==> config.mk <==
export PLATFORM = sky130hd
export DESIGN_NAME = front_wall_stop_correction_core
export DESIGN_NICKNAME = d
export VERILOG_FILES = /design/src/fwsc_pkg.sv /design/src/fwsc_target_path.sv /design/src/fwsc_cap_div.sv /design/src/front_wall_stop_correction_core.sv
export SDC_FILE = /design/constraint.sdc
export NUM_CORES = 2
export LEC_CHECK = 0
export BUFFER_PORTS_ARGS = -buffer_cell sky130_fd_sc_hd__buf_2
export CORE_AREA = 2 2 303 605
export DETAILED_ROUTE_END_ITERATION = 8
export DIE_AREA = 0 0 305 607
export GPL_ROUTABILITY_DRIVEN = 0
export GPL_TIMING_DRIVEN = 0
export SYNTH_ARGS = -nofsm -noshare
export SYNTH_HDL_FRONTEND = slang
export SYNTH_SLANG_ARGS = --single-unit
export TNS_END_PERCENT = 100
==> constraint.sdc <==
create_clock -name clock -period 7.9 [get_ports clock]
set_clock_uncertainty 0.2 [all_clocks]
set_input_delay 1.58 -clock clock [delete_from_list [all_inputs] [get_ports clock]]
set_output_delay 1.58 -clock clock [all_outputs]
set_load 0.005 [all_outputs]
==> src/fwsc_pkg.sv <==
`timescale 1ns / 1ps
// ----------------------------------------------------------------------------
// Front-wall stop correction package
// Shared field widths, transfer structs, action codes and settings register
// indexes for the correction core and its datapath units.
// ----------------------------------------------------------------------------
package fwsc_pkg;

   // Field widths fixed by the command and result formats.
   localparam int DIST_W    = 13;
   localparam int STOP_W    = 10;
   localparam int SLOW_W    = 12;
   localparam int CPM_W     = 16;
   localparam int ALPHA_W   = 9;
   localparam int RPM_W     = 10;
   localparam int POS_W     = 32;
   localparam int LO_OFF_W  = 18;
   localparam int HI_OFF_W  = 17;

   // Speed bound actions carried in the result.
   localparam logic [1:0] ACT_KEEP = 2'd0;
   localparam logic [1:0] ACT_FULL = 2'd1;
   localparam logic [1:0] ACT_CAP  = 2'd2;

   // Settings register indexes on the write port.
   localparam logic [2:0] REG_MAX_RANGE = 3'd0;
   localparam logic [2:0] REG_STOP_DIST = 3'd1;
   localparam logic [2:0] REG_DEADBAND  = 3'd2;
   localparam logic [2:0] REG_SLOW_ZONE = 3'd3;
   localparam logic [2:0] REG_CPM       = 3'd4;
   localparam logic [2:0] REG_CELL_SIZE = 3'd5;
   localparam logic [2:0] REG_ALPHA     = 3'd6;
   localparam logic [2:0] REG_MIN_RPM   = 3'd7;

   typedef struct packed {
      logic [DIST_W-1:0]       front_filtered_mm;
      logic [DIST_W-1:0]       front_raw_mm;
      logic signed [POS_W-1:0] position_counts;
      logic signed [POS_W-1:0] current_target;
      logic signed [POS_W-1:0] base_target;
   } req_type;

   typedef struct packed {
      logic [1:0]              bound_action;
      logic [RPM_W-1:0]        upper_bound_rpm;
      logic                    target_update;
      logic signed [POS_W-1:0] new_target;
   } rsp_type;

   // Settings that the target path needs, already scaled to counts.
   typedef struct packed {
      logic [CPM_W-1:0]    counts_per_mm;
      logic [LO_OFF_W-1:0] lo_offset;
      logic [HI_OFF_W-1:0] hi_offset;
      logic [ALPHA_W-1:0]  blend_alpha;
   } tgt_cfg_type;

endpackage

==> src/fwsc_target_path.sv <==
`timescale 1ns / 1ps
// ----------------------------------------------------------------------------
// Front-wall stop correction target path
// Seven-stage pipeline: ideal travel to counts, clamp around the base target,
// blend into the current target and saturate to 32 bits.
// ----------------------------------------------------------------------------
module fwsc_target_path (
   input  logic                                  clock,
   input  logic                                  reset,
   input  logic                                  in_valid,
   input  logic [fwsc_pkg::DIST_W-1:0]           in_ideal,
   input  logic signed [fwsc_pkg::POS_W-1:0]     in_pos,
   input  logic signed [fwsc_pkg::POS_W-1:0]     in_cur,
   input  logic signed [fwsc_pkg::POS_W-1:0]     in_base,
   input  fwsc_pkg::tgt_cfg_type                 cfg,
   output logic                                  out_valid,
   output logic signed [fwsc_pkg::POS_W-1:0]     out_target
);
   import fwsc_pkg::*;

   localparam int STAGES = 7;

   logic [STAGES-1:0] v_ff;

   logic [DIST_W+CPM_W-1:0]  prod1_ff;
   logic signed [POS_W-1:0]  pos1_ff, cur1_ff, base1_ff;
   logic signed [33:0]       cand2_ff, lo2_ff, hi2_ff;
   logic signed [33:0]       cand2_in, lo2_in, hi2_in;
   logic signed [POS_W-1:0]  cur2_ff, cur3_ff, cur4_ff, cur5_ff;
   logic signed [33:0]       clamp3;
   logic signed [34:0]       diff3_ff, diff3_in;
   logic signed [ALPHA_W:0]  alpha_s;
   logic signed [44:0]       mp4_ff, mp4_in;
   logic signed [44:0]       mp_adj;
   logic signed [36:0]       q5_ff;
   logic signed [37:0]       sum6_ff, sum6_in;
   logic signed [POS_W-1:0]  tgt7_ff, tgt7_in;

   // Valid bits travel alongside the data stages.
   always_ff @(posedge clock) begin
      if (reset) begin
         v_ff <= '0;
      end else begin
         v_ff <= {v_ff[STAGES-2:0], in_valid};
      end
   end

   // Stage 2: candidate position and the clamp window around the base target.
   always_comb begin
      cand2_in = $signed({{2{pos1_ff[POS_W-1]}}, pos1_ff})
               + $signed({13'b0, prod1_ff[DIST_W+CPM_W-1:8]});
      lo2_in   = $signed({{2{base1_ff[POS_W-1]}}, base1_ff})
               - $signed({16'b0, cfg.lo_offset});
      hi2_in   = $signed({{2{base1_ff[POS_W-1]}}, base1_ff})
               + $signed({17'b0, cfg.hi_offset});
   end

   // Stage 3: clamp the candidate and take its distance from the current target.
   always_comb begin
      if (cand2_ff < lo2_ff) begin
         clamp3 = lo2_ff;
      end else if (cand2_ff > hi2_ff) begin
         clamp3 = hi2_ff;
      end else begin
         clamp3 = cand2_ff;
      end
      diff3_in = $signed({clamp3[33], clamp3})
               - $signed({{3{cur2_ff[POS_W-1]}}, cur2_ff});
   end

   // Stage 4: weight the distance by the blend factor.
   always_comb begin
      alpha_s = $signed({1'b0, cfg.blend_alpha});
      mp4_in  = alpha_s * diff3_ff;
   end

   // Stage 5 divides by 256 toward zero; stage 6 adds the current target back.
   always_comb begin
      mp_adj  = mp4_ff + (mp4_ff[44] ? 45'sd255 : 45'sd0);
      sum6_in = $signed({{6{cur5_ff[POS_W-1]}}, cur5_ff})
              + $signed({q5_ff[36], q5_ff});
   end

   // Stage 7: saturate to the 32-bit target range.
   always_comb begin
      if (sum6_ff[37:31] == {7{sum6_ff[31]}}) begin
         tgt7_in = sum6_ff[31:0];
      end else if (sum6_ff[37]) begin
         tgt7_in = {1'b1, {(POS_W-1){1'b0}}};
      end else begin
         tgt7_in = {1'b0, {(POS_W-1){1'b1}}};
      end
   end

   // Datapath registers.
   always_ff @(posedge clock) begin
      prod1_ff <= in_ideal * cfg.counts_per_mm;
      pos1_ff  <= in_pos;
      cur1_ff  <= in_cur;
      base1_ff <= in_base;
      cand2_ff <= cand2_in;
      lo2_ff   <= lo2_in;
      hi2_ff   <= hi2_in;
      cur2_ff  <= cur1_ff;
      diff3_ff <= diff3_in;
      cur3_ff  <= cur2_ff;
      mp4_ff   <= mp4_in;
      cur4_ff  <= cur3_ff;
      q5_ff    <= mp_adj[44:8];
      cur5_ff  <= cur4_ff;
      sum6_ff  <= sum6_in;
      tgt7_ff  <= tgt7_in;
   end

   assign out_valid  = v_ff[STAGES-1];
   assign out_target = tgt7_ff;

endmodule

==> src/fwsc_cap_div.sv <==
`timescale 1ns / 1ps
// ----------------------------------------------------------------------------
// Front-wall stop correction speed cap ramp
// Pipelined restoring divider that works out the ramp between the minimum
// approach speed and full speed over the slow zone.
// ----------------------------------------------------------------------------
module fwsc_cap_div #(
   parameter int MAX_RPM = 200
) (
   input  logic                            clock,
   input  logic                            reset,
   input  logic                            in_valid,
   input  logic [fwsc_pkg::SLOW_W-1:0]     in_clr,
   input  logic [fwsc_pkg::RPM_W-1:0]      min_rpm,
   input  logic [fwsc_pkg::SLOW_W-1:0]     slow_zone,
   output logic                            out_valid,
   output logic [fwsc_pkg::RPM_W-1:0]      out_cap
);
   import fwsc_pkg::*;

   localparam int QBITS = RPM_W;
   localparam int STEP  = 2;
   localparam int NSTG  = QBITS / STEP;
   localparam int REM_W = SLOW_W + RPM_W;
   localparam logic [RPM_W-1:0] MaxRpm = RPM_W'(MAX_RPM);

   logic signed [RPM_W+1:0] span;
   logic [RPM_W-1:0]        span_mag;

   logic [REM_W-1:0]        rem_ff [0:NSTG];
   logic [QBITS-1:0]        quo_ff [0:NSTG];
   logic                    neg_ff [0:NSTG];
   logic                    v_ff   [0:NSTG];
   logic [REM_W-1:0]        rem_in [1:NSTG];
   logic [QBITS-1:0]        quo_in [1:NSTG];

   logic signed [RPM_W:0]   q_signed;
   logic signed [RPM_W:0]   cap_in;
   logic [RPM_W-1:0]        cap_ff;
   logic                    out_v_ff;

   // Signed speed span of the ramp; the divider works on its magnitude.
   always_comb begin
      span     = $signed({2'b0, MaxRpm}) - $signed({2'b0, min_rpm});
      span_mag = span[RPM_W+1] ? RPM_W'(-span) : span[RPM_W-1:0];
   end

   // Front stage: numerator of the ramp.
   always_ff @(posedge clock) begin
      rem_ff[0] <= in_clr * span_mag;
      quo_ff[0] <= '0;
      neg_ff[0] <= span[RPM_W+1];
   end

   always_ff @(posedge clock) begin
      if (reset) begin
         v_ff[0] <= 1'b0;
      end else begin
         v_ff[0] <= in_valid;
      end
   end

   // Two quotient bits per stage, most significant first.
   for (genvar s = 0; s < NSTG; s++) begin : g_div
      always_comb begin
         logic [REM_W-1:0] r;
         logic [QBITS-1:0] q;
         logic [REM_W-1:0] sh;
         r = rem_ff[s];
         q = quo_ff[s];
         for (int j = 0; j < STEP; j++) begin
            sh = {{(REM_W-SLOW_W){1'b0}}, slow_zone} << (QBITS - 1 - s * STEP - j);
            if (r >= sh) begin
               r = r - sh;
               q = {q[QBITS-2:0], 1'b1};
            end else begin
               q = {q[QBITS-2:0], 1'b0};
            end
         end
         rem_in[s+1] = r;
         quo_in[s+1] = q;
      end

      always_ff @(posedge clock) begin
         rem_ff[s+1] <= rem_in[s+1];
         quo_ff[s+1] <= quo_in[s+1];
         neg_ff[s+1] <= neg_ff[s];
      end

      always_ff @(posedge clock) begin
         if (reset) begin
            v_ff[s+1] <= 1'b0;
         end else begin
            v_ff[s+1] <= v_ff[s];
         end
      end
   end

   // Last stage: apply the sign and add the minimum speed.
   always_comb begin
      q_signed = neg_ff[NSTG] ? -$signed({1'b0, quo_ff[NSTG]})
                              : $signed({1'b0, quo_ff[NSTG]});
      cap_in   = $signed({1'b0, min_rpm}) + q_signed;
   end

   always_ff @(posedge clock) begin
      cap_ff <= cap_in[RPM_W-1:0];
   end

   always_ff @(posedge clock) begin
      if (reset) begin
         out_v_ff <= 1'b0;
      end else begin
         out_v_ff <= v_ff[NSTG];
      end
   end

   assign out_valid = out_v_ff;
   assign out_cap   = cap_ff;

endmodule

==> src/front_wall_stop_correction_core.sv <==
`timescale 1ns / 1ps
// ----------------------------------------------------------------------------
// Front-wall stop correction core
// Picks the front distance, decides the forward speed bound and pulls the
// position target toward the point where the wall reads the stop distance.
// ----------------------------------------------------------------------------
// Use:
//   A command is taken at a rising edge with start high and busy low. busy is
//   high only while reset is applied and for the cycle after it; otherwise a
//   new command may be given in every cycle.
//   Each command gives exactly one result. It is on rsp_data for one cycle,
//   marked by rsp_strobe, and results leave in command order. The receiver
//   cannot stall the core.
//   Throughput is one command per cycle. The latency is set by the seven
//   stages of the target blend and of the speed cap divider, which run side
//   by side behind two decode stages, plus the result register.
//   Settings are written through csr_wr_en, csr_index and csr_wdata, one register
//   per cycle; the user writes them only while no command is in flight (not enforced).
//   Reset loads the default settings and empties the pipeline; no result is
//   in flight afterwards.
// ----------------------------------------------------------------------------
module front_wall_stop_correction_core #(
   parameter int MAX_RPM = 200
) (
   input  logic                  clock,
   input  logic                  reset,
   input  logic                  start,
   output logic                  busy,
   input  fwsc_pkg::req_type     req_data,
   output logic                  rsp_strobe,
   output fwsc_pkg::rsp_type     rsp_data,
   input  logic                  csr_wr_en,
   input  logic [2:0]            csr_index,
   input  logic [15:0]           csr_wdata
);
   import fwsc_pkg::*;

   localparam int DLY     = 7;
   localparam int RSP_LAT = DLY + 3;
   localparam logic [RPM_W-1:0] MaxRpm = RPM_W'(MAX_RPM);

   typedef enum logic [1:0] {
      MODE_NONE   = 2'd0,
      MODE_FULL   = 2'd1,
      MODE_DEAD   = 2'd2,
      MODE_NORMAL = 2'd3
   } mode_type;

   // Settings registers.
   logic [DIST_W-1:0]  max_range_ff;
   logic [STOP_W-1:0]  stop_ff;
   logic [7:0]         deadband_ff;
   logic [SLOW_W-1:0]  slow_ff;
   logic [CPM_W-1:0]   cpm_ff;
   logic [9:0]         cell_ff;
   logic [ALPHA_W-1:0] alpha_ff;
   logic [RPM_W-1:0]   min_rpm_ff;

   // Settings scaled to counts.
   logic [25:0]          cellcpm_ff;
   logic [28:0]          win_lo_ff;
   logic [30:0]          win_hi_ff;
   logic [LO_OFF_W-1:0]  lo_off_ff;
   logic [HI_OFF_W-1:0]  hi_off_ff;
   logic [27:0]          three_p;
   tgt_cfg_type          tgt_cfg;

   logic    busy_ff;
   logic    accept;

   // Decode stages.
   logic                    s1_v_ff;
   req_type                 s1_req_ff;
   logic [DIST_W-1:0]       front;
   logic signed [DIST_W:0]  clr;
   logic [DIST_W-1:0]       ideal;
   logic signed [POS_W:0]   rem;

   logic                    s2_v_ff;
   logic                    s2_nofront_ff, s2_far_ff, s2_dead_ff, s2_le0_ff, s2_geslow_ff;
   logic signed [DIST_W:0]  s2_clr_ff;
   logic [DIST_W-1:0]       s2_ideal_ff;
   logic signed [POS_W:0]   s2_rem_ff;
   logic signed [POS_W-1:0] s2_pos_ff, s2_cur_ff, s2_base_ff;

   logic signed [44:0]      rem_x;
   logic                    outside;
   mode_type                mode_in;

   // Decision delay line, aligned with the blend and divider pipelines.
   mode_type                mode_ff   [0:DLY-1];
   logic                    le0_ff    [0:DLY-1];
   logic                    geslow_ff [0:DLY-1];
   logic                    mv_ff     [0:DLY-1];

   logic                    tgt_v;
   logic signed [POS_W-1:0] tgt_new;
   logic                    div_v;
   logic [RPM_W-1:0]        div_cap;

   rsp_type                 rsp_in;
   rsp_type                 rsp_ff;
   logic                    rsp_strobe_ff;
   logic [RPM_W-1:0]        cap_sel;

   assign accept = start && !busy_ff;

   // Command port is held off while reset is applied and for one cycle after.
   always_ff @(posedge clock) begin
      if (reset) begin
         busy_ff <= 1'b1;
      end else begin
         busy_ff <= 1'b0;
      end
   end

   // Settings write port.
   always_ff @(posedge clock) begin
      if (reset) begin
         max_range_ff <= 13'd250;
         stop_ff      <= 10'd35;
         deadband_ff  <= 8'd3;
         slow_ff      <= 12'd100;
         cpm_ff       <= 16'd256;
         cell_ff      <= 10'd180;
         alpha_ff     <= 9'd64;
         min_rpm_ff   <= 10'd40;
      end else if (csr_wr_en) begin
         unique case (csr_index)
            REG_MAX_RANGE: max_range_ff <= csr_wdata[DIST_W-1:0];
            REG_STOP_DIST: stop_ff      <= csr_wdata[STOP_W-1:0];
            REG_DEADBAND:  deadband_ff  <= csr_wdata[7:0];
            REG_SLOW_ZONE: slow_ff      <= csr_wdata[SLOW_W-1:0];
            REG_CPM:       cpm_ff       <= csr_wdata[CPM_W-1:0];
            REG_CELL_SIZE: cell_ff      <= csr_wdata[9:0];
            REG_ALPHA:     alpha_ff     <= csr_wdata[ALPHA_W-1:0];
            REG_MIN_RPM:   min_rpm_ff   <= csr_wdata[RPM_W-1:0];
            default: ;
         endcase
      end
   end

   // Cell pitch in counts and the window and clamp limits derived from it.
   assign three_p = {2'b0, cellcpm_ff} + {1'b0, cellcpm_ff, 1'b0};

   always_ff @(posedge clock) begin
      cellcpm_ff <= cell_ff * cpm_ff;
      win_lo_ff  <= ({3'b0, cellcpm_ff} << 2) + ({3'b0, cellcpm_ff} << 1);
      win_hi_ff  <= ({5'b0, cellcpm_ff} << 4) + ({5'b0, cellcpm_ff} << 2);
      lo_off_ff  <= three_p[27:10];
      hi_off_ff  <= cellcpm_ff[25:9];
   end

   always_comb begin
      tgt_cfg.counts_per_mm = cpm_ff;
      tgt_cfg.lo_offset     = lo_off_ff;
      tgt_cfg.hi_offset     = hi_off_ff;
      tgt_cfg.blend_alpha   = alpha_ff;
   end

   // Stage 1: capture the command.
   always_ff @(posedge clock) begin
      if (reset) begin
         s1_v_ff <= 1'b0;
      end else begin
         s1_v_ff <= accept;
      end
   end

   always_ff @(posedge clock) begin
      if (accept) begin
         s1_req_ff <= req_data;
      end
   end

   // Stage 2: choose the distance, clearance and remaining travel.
   always_comb begin
      if (s1_req_ff.front_raw_mm != '0 &&
          s1_req_ff.front_raw_mm < s1_req_ff.front_filtered_mm) begin
         front = s1_req_ff.front_raw_mm;
      end else begin
         front = s1_req_ff.front_filtered_mm;
      end
      clr   = $signed({1'b0, front}) - $signed({4'b0, stop_ff});
      ideal = clr[DIST_W] ? '0 : clr[DIST_W-1:0];
      rem   = $signed({s1_req_ff.base_target[POS_W-1], s1_req_ff.base_target})
            - $signed({s1_req_ff.position_counts[POS_W-1], s1_req_ff.position_counts});
   end

   always_ff @(posedge clock) begin
      if (reset) begin
         s2_v_ff <= 1'b0;
      end else begin
         s2_v_ff <= s1_v_ff;
      end
   end

   always_ff @(posedge clock) begin
      s2_nofront_ff <= (front == '0);
      s2_far_ff     <= (front > max_range_ff);
      s2_dead_ff    <= (ideal < {5'b0, deadband_ff});
      s2_le0_ff     <= clr[DIST_W] || (clr == '0);
      s2_geslow_ff  <= !clr[DIST_W] && (clr[DIST_W-1:0] >= {1'b0, slow_ff});
      s2_clr_ff     <= clr;
      s2_ideal_ff   <= ideal;
      s2_rem_ff     <= rem;
      s2_pos_ff     <= s1_req_ff.position_counts;
      s2_cur_ff     <= s1_req_ff.current_target;
      s2_base_ff    <= s1_req_ff.base_target;
   end

   // Stage 3: travel window test in tenths of a cell, and the decision.
   always_comb begin
      rem_x   = ($signed({{12{s2_rem_ff[POS_W]}}, s2_rem_ff}) <<< 11)
              + ($signed({{12{s2_rem_ff[POS_W]}}, s2_rem_ff}) <<< 9);
      outside = (rem_x < -$signed({16'b0, win_lo_ff}))
             || (rem_x > $signed({14'b0, win_hi_ff}));
      if (s2_nofront_ff) begin
         mode_in = MODE_NONE;
      end else if (s2_far_ff || outside) begin
         mode_in = MODE_FULL;
      end else if (s2_dead_ff) begin
         mode_in = MODE_DEAD;
      end else begin
         mode_in = MODE_NORMAL;
      end
   end

   always_ff @(posedge clock) begin
      mode_ff[0]   <= mode_in;
      le0_ff[0]    <= s2_le0_ff;
      geslow_ff[0] <= s2_geslow_ff;
      for (int k = 1; k < DLY; k++) begin
         mode_ff[k]   <= mode_ff[k-1];
         le0_ff[k]    <= le0_ff[k-1];
         geslow_ff[k] <= geslow_ff[k-1];
      end
   end

   always_ff @(posedge clock) begin
      if (reset) begin
         for (int k = 0; k < DLY; k++) begin
            mv_ff[k] <= 1'b0;
         end
      end else begin
         mv_ff[0] <= s2_v_ff;
         for (int k = 1; k < DLY; k++) begin
            mv_ff[k] <= mv_ff[k-1];
         end
      end
   end

   // Target blend and speed cap ramp run side by side.
   fwsc_target_path u_target (
      .clock      (clock),
      .reset      (reset),
      .in_valid   (s2_v_ff),
      .in_ideal   (s2_ideal_ff),
      .in_pos     (s2_pos_ff),
      .in_cur     (s2_cur_ff),
      .in_base    (s2_base_ff),
      .cfg        (tgt_cfg),
      .out_valid  (tgt_v),
      .out_target (tgt_new)
   );

   fwsc_cap_div #(
      .MAX_RPM (MAX_RPM)
   ) u_cap_div (
      .clock     (clock),
      .reset     (reset),
      .in_valid  (s2_v_ff),
      .in_clr    (s2_clr_ff[SLOW_W-1:0]),
      .min_rpm   (min_rpm_ff),
      .slow_zone (slow_ff),
      .out_valid (div_v),
      .out_cap   (div_cap)
   );

   // Result assembly.
   always_comb begin
      if (le0_ff[DLY-1]) begin
         cap_sel = min_rpm_ff;
      end else if (geslow_ff[DLY-1]) begin
         cap_sel = MaxRpm;
      end else begin
         cap_sel = div_cap;
      end

      rsp_in = '0;
      unique case (mode_ff[DLY-1])
         MODE_NONE: begin
            rsp_in.bound_action = ACT_KEEP;
         end
         MODE_FULL: begin
            rsp_in.bound_action    = ACT_FULL;
            rsp_in.upper_bound_rpm = MaxRpm;
         end
         MODE_DEAD: begin
            rsp_in.bound_action    = ACT_CAP;
            rsp_in.upper_bound_rpm = min_rpm_ff;
         end
         MODE_NORMAL: begin
            rsp_in.bound_action    = ACT_CAP;
            rsp_in.upper_bound_rpm = cap_sel;
            rsp_in.target_update   = 1'b1;
            rsp_in.new_target      = tgt_new;
         end
         default: ;
      endcase
   end

   always_ff @(posedge clock) begin
      rsp_ff <= rsp_in;
   end

   always_ff @(posedge clock) begin
      if (reset) begin
         rsp_strobe_ff <= 1'b0;
      end else begin
         rsp_strobe_ff <= mv_ff[DLY-1];
      end
   end

   assign busy       = busy_ff;
   assign rsp_strobe = rsp_strobe_ff;
   assign rsp_data   = rsp_ff;

   // Every accepted command produces its result after the fixed latency.
   a_latency: assert property (@(posedge clock) disable iff (reset)
      accept |-> ##RSP_LAT rsp_strobe)
      else $error("result strobe missing after an accepted command");

   // The side pipelines stay in step with the decision delay line.
   a_align: assert property (@(posedge clock) disable iff (reset)
      (tgt_v == mv_ff[DLY-1]) && (div_v == mv_ff[DLY-1]))
      else $error("datapath pipelines out of step with the decision");

   // A target update only comes with a speed cap.
   a_update_cap: assert property (@(posedge clock) disable iff (reset)
      rsp_strobe && rsp_data.target_update |-> rsp_data.bound_action == ACT_CAP)
      else $error("target update without a speed cap");

   // Keeping the bound carries neither a speed nor a target.
   a_keep_clean: assert property (@(posedge clock) disable iff (reset)
      rsp_strobe && rsp_data.bound_action == ACT_KEEP |->
         rsp_data.upper_bound_rpm == '0 && !rsp_data.target_update)
      else $error("keep action carries a bound or a target");

endmodule
# After elaboration in Yosys (flattened, before gate mapping)
# Memories as Yosys holds them, arrays and structs flattened. A register that Yosys moved wholly into a read port is not among the register bits.
# Index checks and enable logic that the tools add are counted.
[totals]
reg_bits = 1090
latchBits = 0
mem_bits_rw = 233
rom_bits = 0
in_bits = 145
out_inout_bits = 47
word_cells = 196
mem_count = 7
[classes]
n_addsub = 27
multipliers = 4
div = 0
n_lt_le_gt_ge = 18
eq_ne = 11
shifts = 0
muxes = 47
n_bitwise = 7
n_reduce_logical = 22
[memory_table]
columns = ["memory", "depth", "width", "rd", "rd_ports_with_merged_regs", "write_ports", "line_no", "text"]
rows = [
  ["u_cap_div.rem_ff", 6, 22, 5, 0, 6, "fwsc_cap_div.sv:30", "logic [REM_W-1:0] rem_ff [0:NSTG];"],
  ["u_cap_div.quo_ff", 6, 10, 6, 0, 6, "fwsc_cap_div.sv:31", "logic [QBITS-1:0] quo_ff [0:NSTG];"],
  ["mode_ff", 7, 2, 7, 0, 7, "front_wall_stop_correction_core.sv:91", "mode_type mode_ff [0:DLY-1];"],
  ["geslow_ff", 7, 1, 7, 0, 7, "front_wall_stop_correction_core.sv:93", "logic geslow_ff [0:DLY-1];"],
  ["le0_ff", 7, 1, 7, 0, 7, "front_wall_stop_correction_core.sv:92", "logic le0_ff [0:DLY-1];"],
  ["mv_ff", 7, 1, 7, 1, 7, "front_wall_stop_correction_core.sv:94", "logic mv_ff [0:DLY-1];"],
  ["+1 memories", "-", "-", "-", "-", "-", "-", ""],
]
[ops]
columns = ["op", "n"]
rows = [
  ["two-way mux 22 bit", 10],
  ["two-way mux 34 bit", 2],
  ["two-way mux 32 bit", 2],
  ["adder 44 x 42 -> 45 bit", 1],
  ["adder 45 bit", 1],
  ["greater-than comparator 45 x 32 -> 1 bit", 1],
  ["< comparator 45 bit", 1],
  ["multiplier 10 x 35 -> 45 bit", 1],
  ["negator 29 -> 45 bit", 1],
  ["two-way mux 10 bit", 4],
  ["adder 32 x 37 -> 38 bit", 1],
  ["subtractor 34 x 32 -> 35 bit", 1],
  ["greater-than comparator 34 bit", 1],
  ["< comparator 34 bit", 1],
  ["adder 32 x 18 -> 33 bit", 1],
  ["adder 32 x 22 -> 33 bit", 1],
  ["two-way mux 33 bit", 1],
  ["subtractor 32 x 19 -> 33 bit", 1],
  ["subtractor 32 x 32 -> 33 bit", 1],
  ["adder 30 x 28 -> 31 bit", 1],
  ["one-hot mux 10 bit (3 select lines)", 1],
  ["adder 28 x 27 -> 29 bit", 1],
  ["multiplier 13 x 16 -> 29 bit", 1],
  ["adder 26 x 27 -> 28 bit", 1],
  ["other kinds (52)", 98],
]

# Logic depth before layout (Yosys ltp)
[depth]
ltp_word = 6
mapped_depth = 33
depth_no_buf = 29

# Cells and area by module
# Synthesis repeated with hierarchy kept, for this count alone.
[hier_totals]
hier_cells = 8617
area_unflattened_um2 = 82165.1
[modules_own_cells]
columns = ["mod", "n_inst", "cells_per_inst", "area_each_um2"]
rows = [
  ["fwsc_target_path", 1, 3954, 38039.0],
  ["front_wall_stop_correction_core", 1, 2861, 28611.2],
  ["fwsc_cap_div", 1, 1802, 15514.9],
]

# Worst setup path before layout
# Ideal clock, no wire load.
[synth_path]
kind = "reg-to-reg"
startpoint = "reg min_rpm_ff[0]"
endpoint = "mem u_cap_div.rem_ff[0][21] (netlist name)"
setup_ns = 0.144
t_arrival_ns = 7.673
required_ns = 7.556
path_slack_ns = -0.117
stages_incl_launch_ff = 33
path_buffers = 4
synth_period_minus_slack_ns = 8.017
path_cell_list = "dfxtp_1 clkbuf_1 clkbuf_1 inv_1 ha_1 a21oi_1 nor3_1 nor2_1 or3_1 buf_2 inv_1 a31oi_1 nand2_1 a211o_1 a21oi_1 clkbuf_1 nand2b_1 fa_1 fa_1 inv_1 fa_1 fa_1 inv_1 fa_1 inv_1 ha_1 a21o_1 nand2_1 o21ai_0 o41ai_1 o311ai_0 o41ai_1 o211ai_1"
[synth_rtl]
columns = ["item", "line_no", "text"]
rows = [
  ["start, declared", "front_wall_stop_correction_core.sv:57", "logic [RPM_W-1:0] min_rpm_ff;"],
  ["start signal, assigned", "front_wall_stop_correction_core.sv:137", "REG_MIN_RPM: min_rpm_ff <= csr_wdata[RPM_W-1:0];"],
  ["end, declared", "fwsc_cap_div.sv:30", ""],
]

# Final worst setup path
[layout_path]
startpoint = "reg alpha_ff[3]"
endpoint = "reg u_target.mp4_ff[42]"
[layout_via]
elab_chain_len = 1
[layout_lines]
columns = ["item", "line_no", "text"]
rows = [
  ["start, declared", "front_wall_stop_correction_core.sv:56", "logic [ALPHA_W-1:0] alpha_ff;"],
  ["start signal, assigned", "front_wall_stop_correction_core.sv:136", "REG_ALPHA: alpha_ff <= csr_wdata[ALPHA_W-1:0];"],
  ["multiplier 10 x 35 -> 45 bit", "fwsc_target_path.sv:74", "mp4_in = alpha_s * diff3_ff;"],
  ["via u_target.mp4_in[42]", "fwsc_target_path.sv:33", "logic signed [44:0] mp4_ff, mp4_in;"],
  ["end signal, assigned", "fwsc_target_path.sv:107", "mp4_ff <= mp4_in;"],
  ["end, declared", "fwsc_target_path.sv:33", ""],
]
# The timed path passes the listed nets, and every way through them passes these cells.
# A chain may end at the register's enable or synchronous reset.

==> reports/qor.csv <==
metric;value;unit
status;complete, no violations;
Netlist cell types;101;
Post-synth EDFFs;122;
sw frac;0.393;
core area;181000;µm²
antenna violations before repair;7;
Synth Flop Type;dfxtp_1;
post-synthesis sequential area ratio;0.322;
hold crit path type;reg -> reg;
Setup crit start;alpha_ff[3];
Final Max Tran Viols;0;
WHS;0.119;ns
post-synth top area share;0.277;
switching power;10.8;mW
First-pass DRT Iterations;6;
H-tree levels;3;
Fin. Hold Viols;0;
die area;185000;µm²
Area contributors post-synth;dfxtp_1 28%, fa_1 15%, ha_1 13%;
largest net degree at the start of global routing;39;
IO Pins;192;
WL per Instance;18.1;µm
synthesized area;80900;µm²
minimum clock period;7.58;ns
Synthesis Warnings;0;
reg2reg start;alpha_ff[3];
Initial Util;0.448;
DRC errors left;0;
Post-synth top cells;1117 x dfxtp_1, 1067 x inv_1, 840 x ha_1;
setup tns final;0;ns
dpl cells;11013;
RSZ-0062 raised after global routing;yes;
vias in the first global route;58785;
share of layout cells above drive strength 1;0.0643;
CTS tree;built;
Vias/cell;5.16;
PwrDens;308;nW/µm²
power share of the clock group;0.218;
fraction of registers with async set/reset;0;
Routed Wire Length;203000;µm
Detailed Route Iter0 Violations;3146;
Reg clk slew, reported paths;0.07;ns
Worst EP arrival;8.04;ns
Die Y;607;µm
critical path launch point type;flop;
Seq pwr share;0.317;
maxcap violations;0;
nets@finish;10394;
syn_area_per_cell;9.53;µm²
hold_buf cts;0;
clk buf depth;3;
grt total ovfl;0;
routed via count;58024;
Area Growth Syn to Fin;10.3;%
Finish-stage setup viols;0;
clk_lat worst skew;0.77;ns
Final Cycle Share;0.959;
CP Capture Type;flop;
dominant cell type by area after synthesis;dfxtp_1;
Max-slew headroom;0.129;
Combinational Power Share;0.465;
Rows;221;
Routed Antenna Nets;0;
Max FO, Critical Path;10;
Overall Global Routing Usage;0.220;
first-pass GRT wire length;321000;µm
root buffer cell;clkbuf_16;
Final HPWL DP;165000;µm
worst slew pin tran;1.31;ns
clock sinks;1239;
Max IR drop VDD;0.000241;V
die width;305;µm
Mapped Nets;10085;
crit path kind;reg -> reg;
internal power;16.7;mW
required time of the worst setup path;8.37;ns
fmax;132;MHz
post-synthesis register bit count;1239;
cts bufs inserted;113;
Pleak;42.3;nW
Synth Instances;8484;
hold_sp;u_target.cur4_ff[1];
most frequent cell after synthesis;dfxtp_1;
IO buf count;181;
post-route insts no fill;11237;
## layer usage
| layer | vias to the layer above | part of all wire | routed length (µm) | global-route usage |
|---|---|---|---|---|
| met1 | 27780 | 0.44 | 90100 | 0.283 |
| met5 | - | 0.000054 | 11 | 0 |
| met3 | 310 | 0.038 | 7810 | 0.0218 |
| met4 | 2 | 0.039 | 8000 | 0.0824 |
| li1 | 28763 | - | - | - |
| met2 | 1169 | 0.48 | 97200 | 0.383 |
## layout make-up
cell class	instances	area, µm²
antenna	4	10.0
buffer	214	912
clock buffer	148	3250
clock inverter	66	883
fill	17023	91300
inverter	1069	4020
multi-input combinational	5959	50100
sequential	1239	26000
tap	2341	2930
timing repair buffer	197	1100
## flip-flops by register name, summed over array words and instances, names as in the netlist, 33 cells and up
| name | count |
|---|---|
| s1_req_ff | 122 |
| u_cap_div.rem_ff | 110 |
| rsp_data | 45 |
| u_target.mp4_ff | 45 |
| u_target.sum6_ff | 38 |
| u_target.q5_ff | 37 |
| u_target.diff3_ff | 35 |
| s2_rem_ff | 33 |
| u_target.cand2_ff | 33 |
| u_target.hi2_ff | 33 |
| u_target.lo2_ff | 33 |
## final timing paths
path | depth (start not counted) | end | slack, ns
setup / recovery | 21 | u_target.mp4_ff[42] | 0.32
hold / removal | 0 | u_target.cur5_ff[1] | 0.12
setup reg to reg | 21 | u_target.mp4_ff[42] | 0.32
hold reg to reg | 0 | u_target.cur5_ff[1] | 0.12
## cells by family after synthesis
logic type | after synthesis | share of synthesized area
buf+inv | 1286 | 0.0606
flops | 1239 | 0.322
simple gates | 2426 | 0.150
mux | 133 | 0.0171
fa+ha+maj | 1456 | 0.282
compound gates | 1449 | 0.114
xor+xnor | 495 | 0.0536
## cell usage in the layout, fill, tap and decap left out, types with 194 or more instances in the layout
cell type     n
dfxtp_1    1117
inv_1      1065
ha_1        838
nand2_1     834
fa_1        615
a21oi_1     456
and2_1      421
nor2_1      381
xnor2_1     364
o21ai_0     296
a21o_1      194
## critical path, cell delays in order (launching register included)
cell and delay, ns:
dfxtp_1 0.75, clkbuf_1 0.51, nand2_1 0.16, fa_1 0.55
fa_1 0.52, inv_1 0.04, ha_1 0.26, inv_1 0.05
fa_1 0.53, inv_1 0.06, fa_1 0.47, ha_1 0.27
a2111oi_1 0.63, o21ai_0 0.25, a31oi_1 0.62, o2111ai_1 0.21
and2_1 0.20, a41o_1 0.28, o21ai_1 0.38, nor3_1 0.19
o221ai_1 0.23, xnor2_1 0.14
## power by group through the flow
stage	sequential [mW]	combinational (mW)	clock [mW]
finish	8.73	12.8	6.01
global route	8.85	14.5	6.38
CTS	8.73	12.8	6.16
detailed placement	8.86	12.6	0
global placement	8.86	12.5	0
floorplan	8.34	9.98	0
## metrics by stage
stage                     utilization  total power, mW  area, µm²  worst slack [ns]
final                           0.494             27.5      89200             0.323
after global routing            0.494             29.8      89200           -0.0419
after CTS                       0.493             27.6      89100           -0.0162
after detailed placement        0.470             21.5      84800             -1.63
after global placement          0.469             21.4      84700             -4.02
after floorplan                     -             18.3      80900          0.000290
## timing repair
| item | CTS | global route |
|---|---|---|
| buffers inserted | 3 | 6 |
| pin swaps | 6 | 3 |
| setup endpoints to repair | 14 | 52 |
| gates resized for setup | 21 | 33 |
Power figures use the tool's default switching activity.
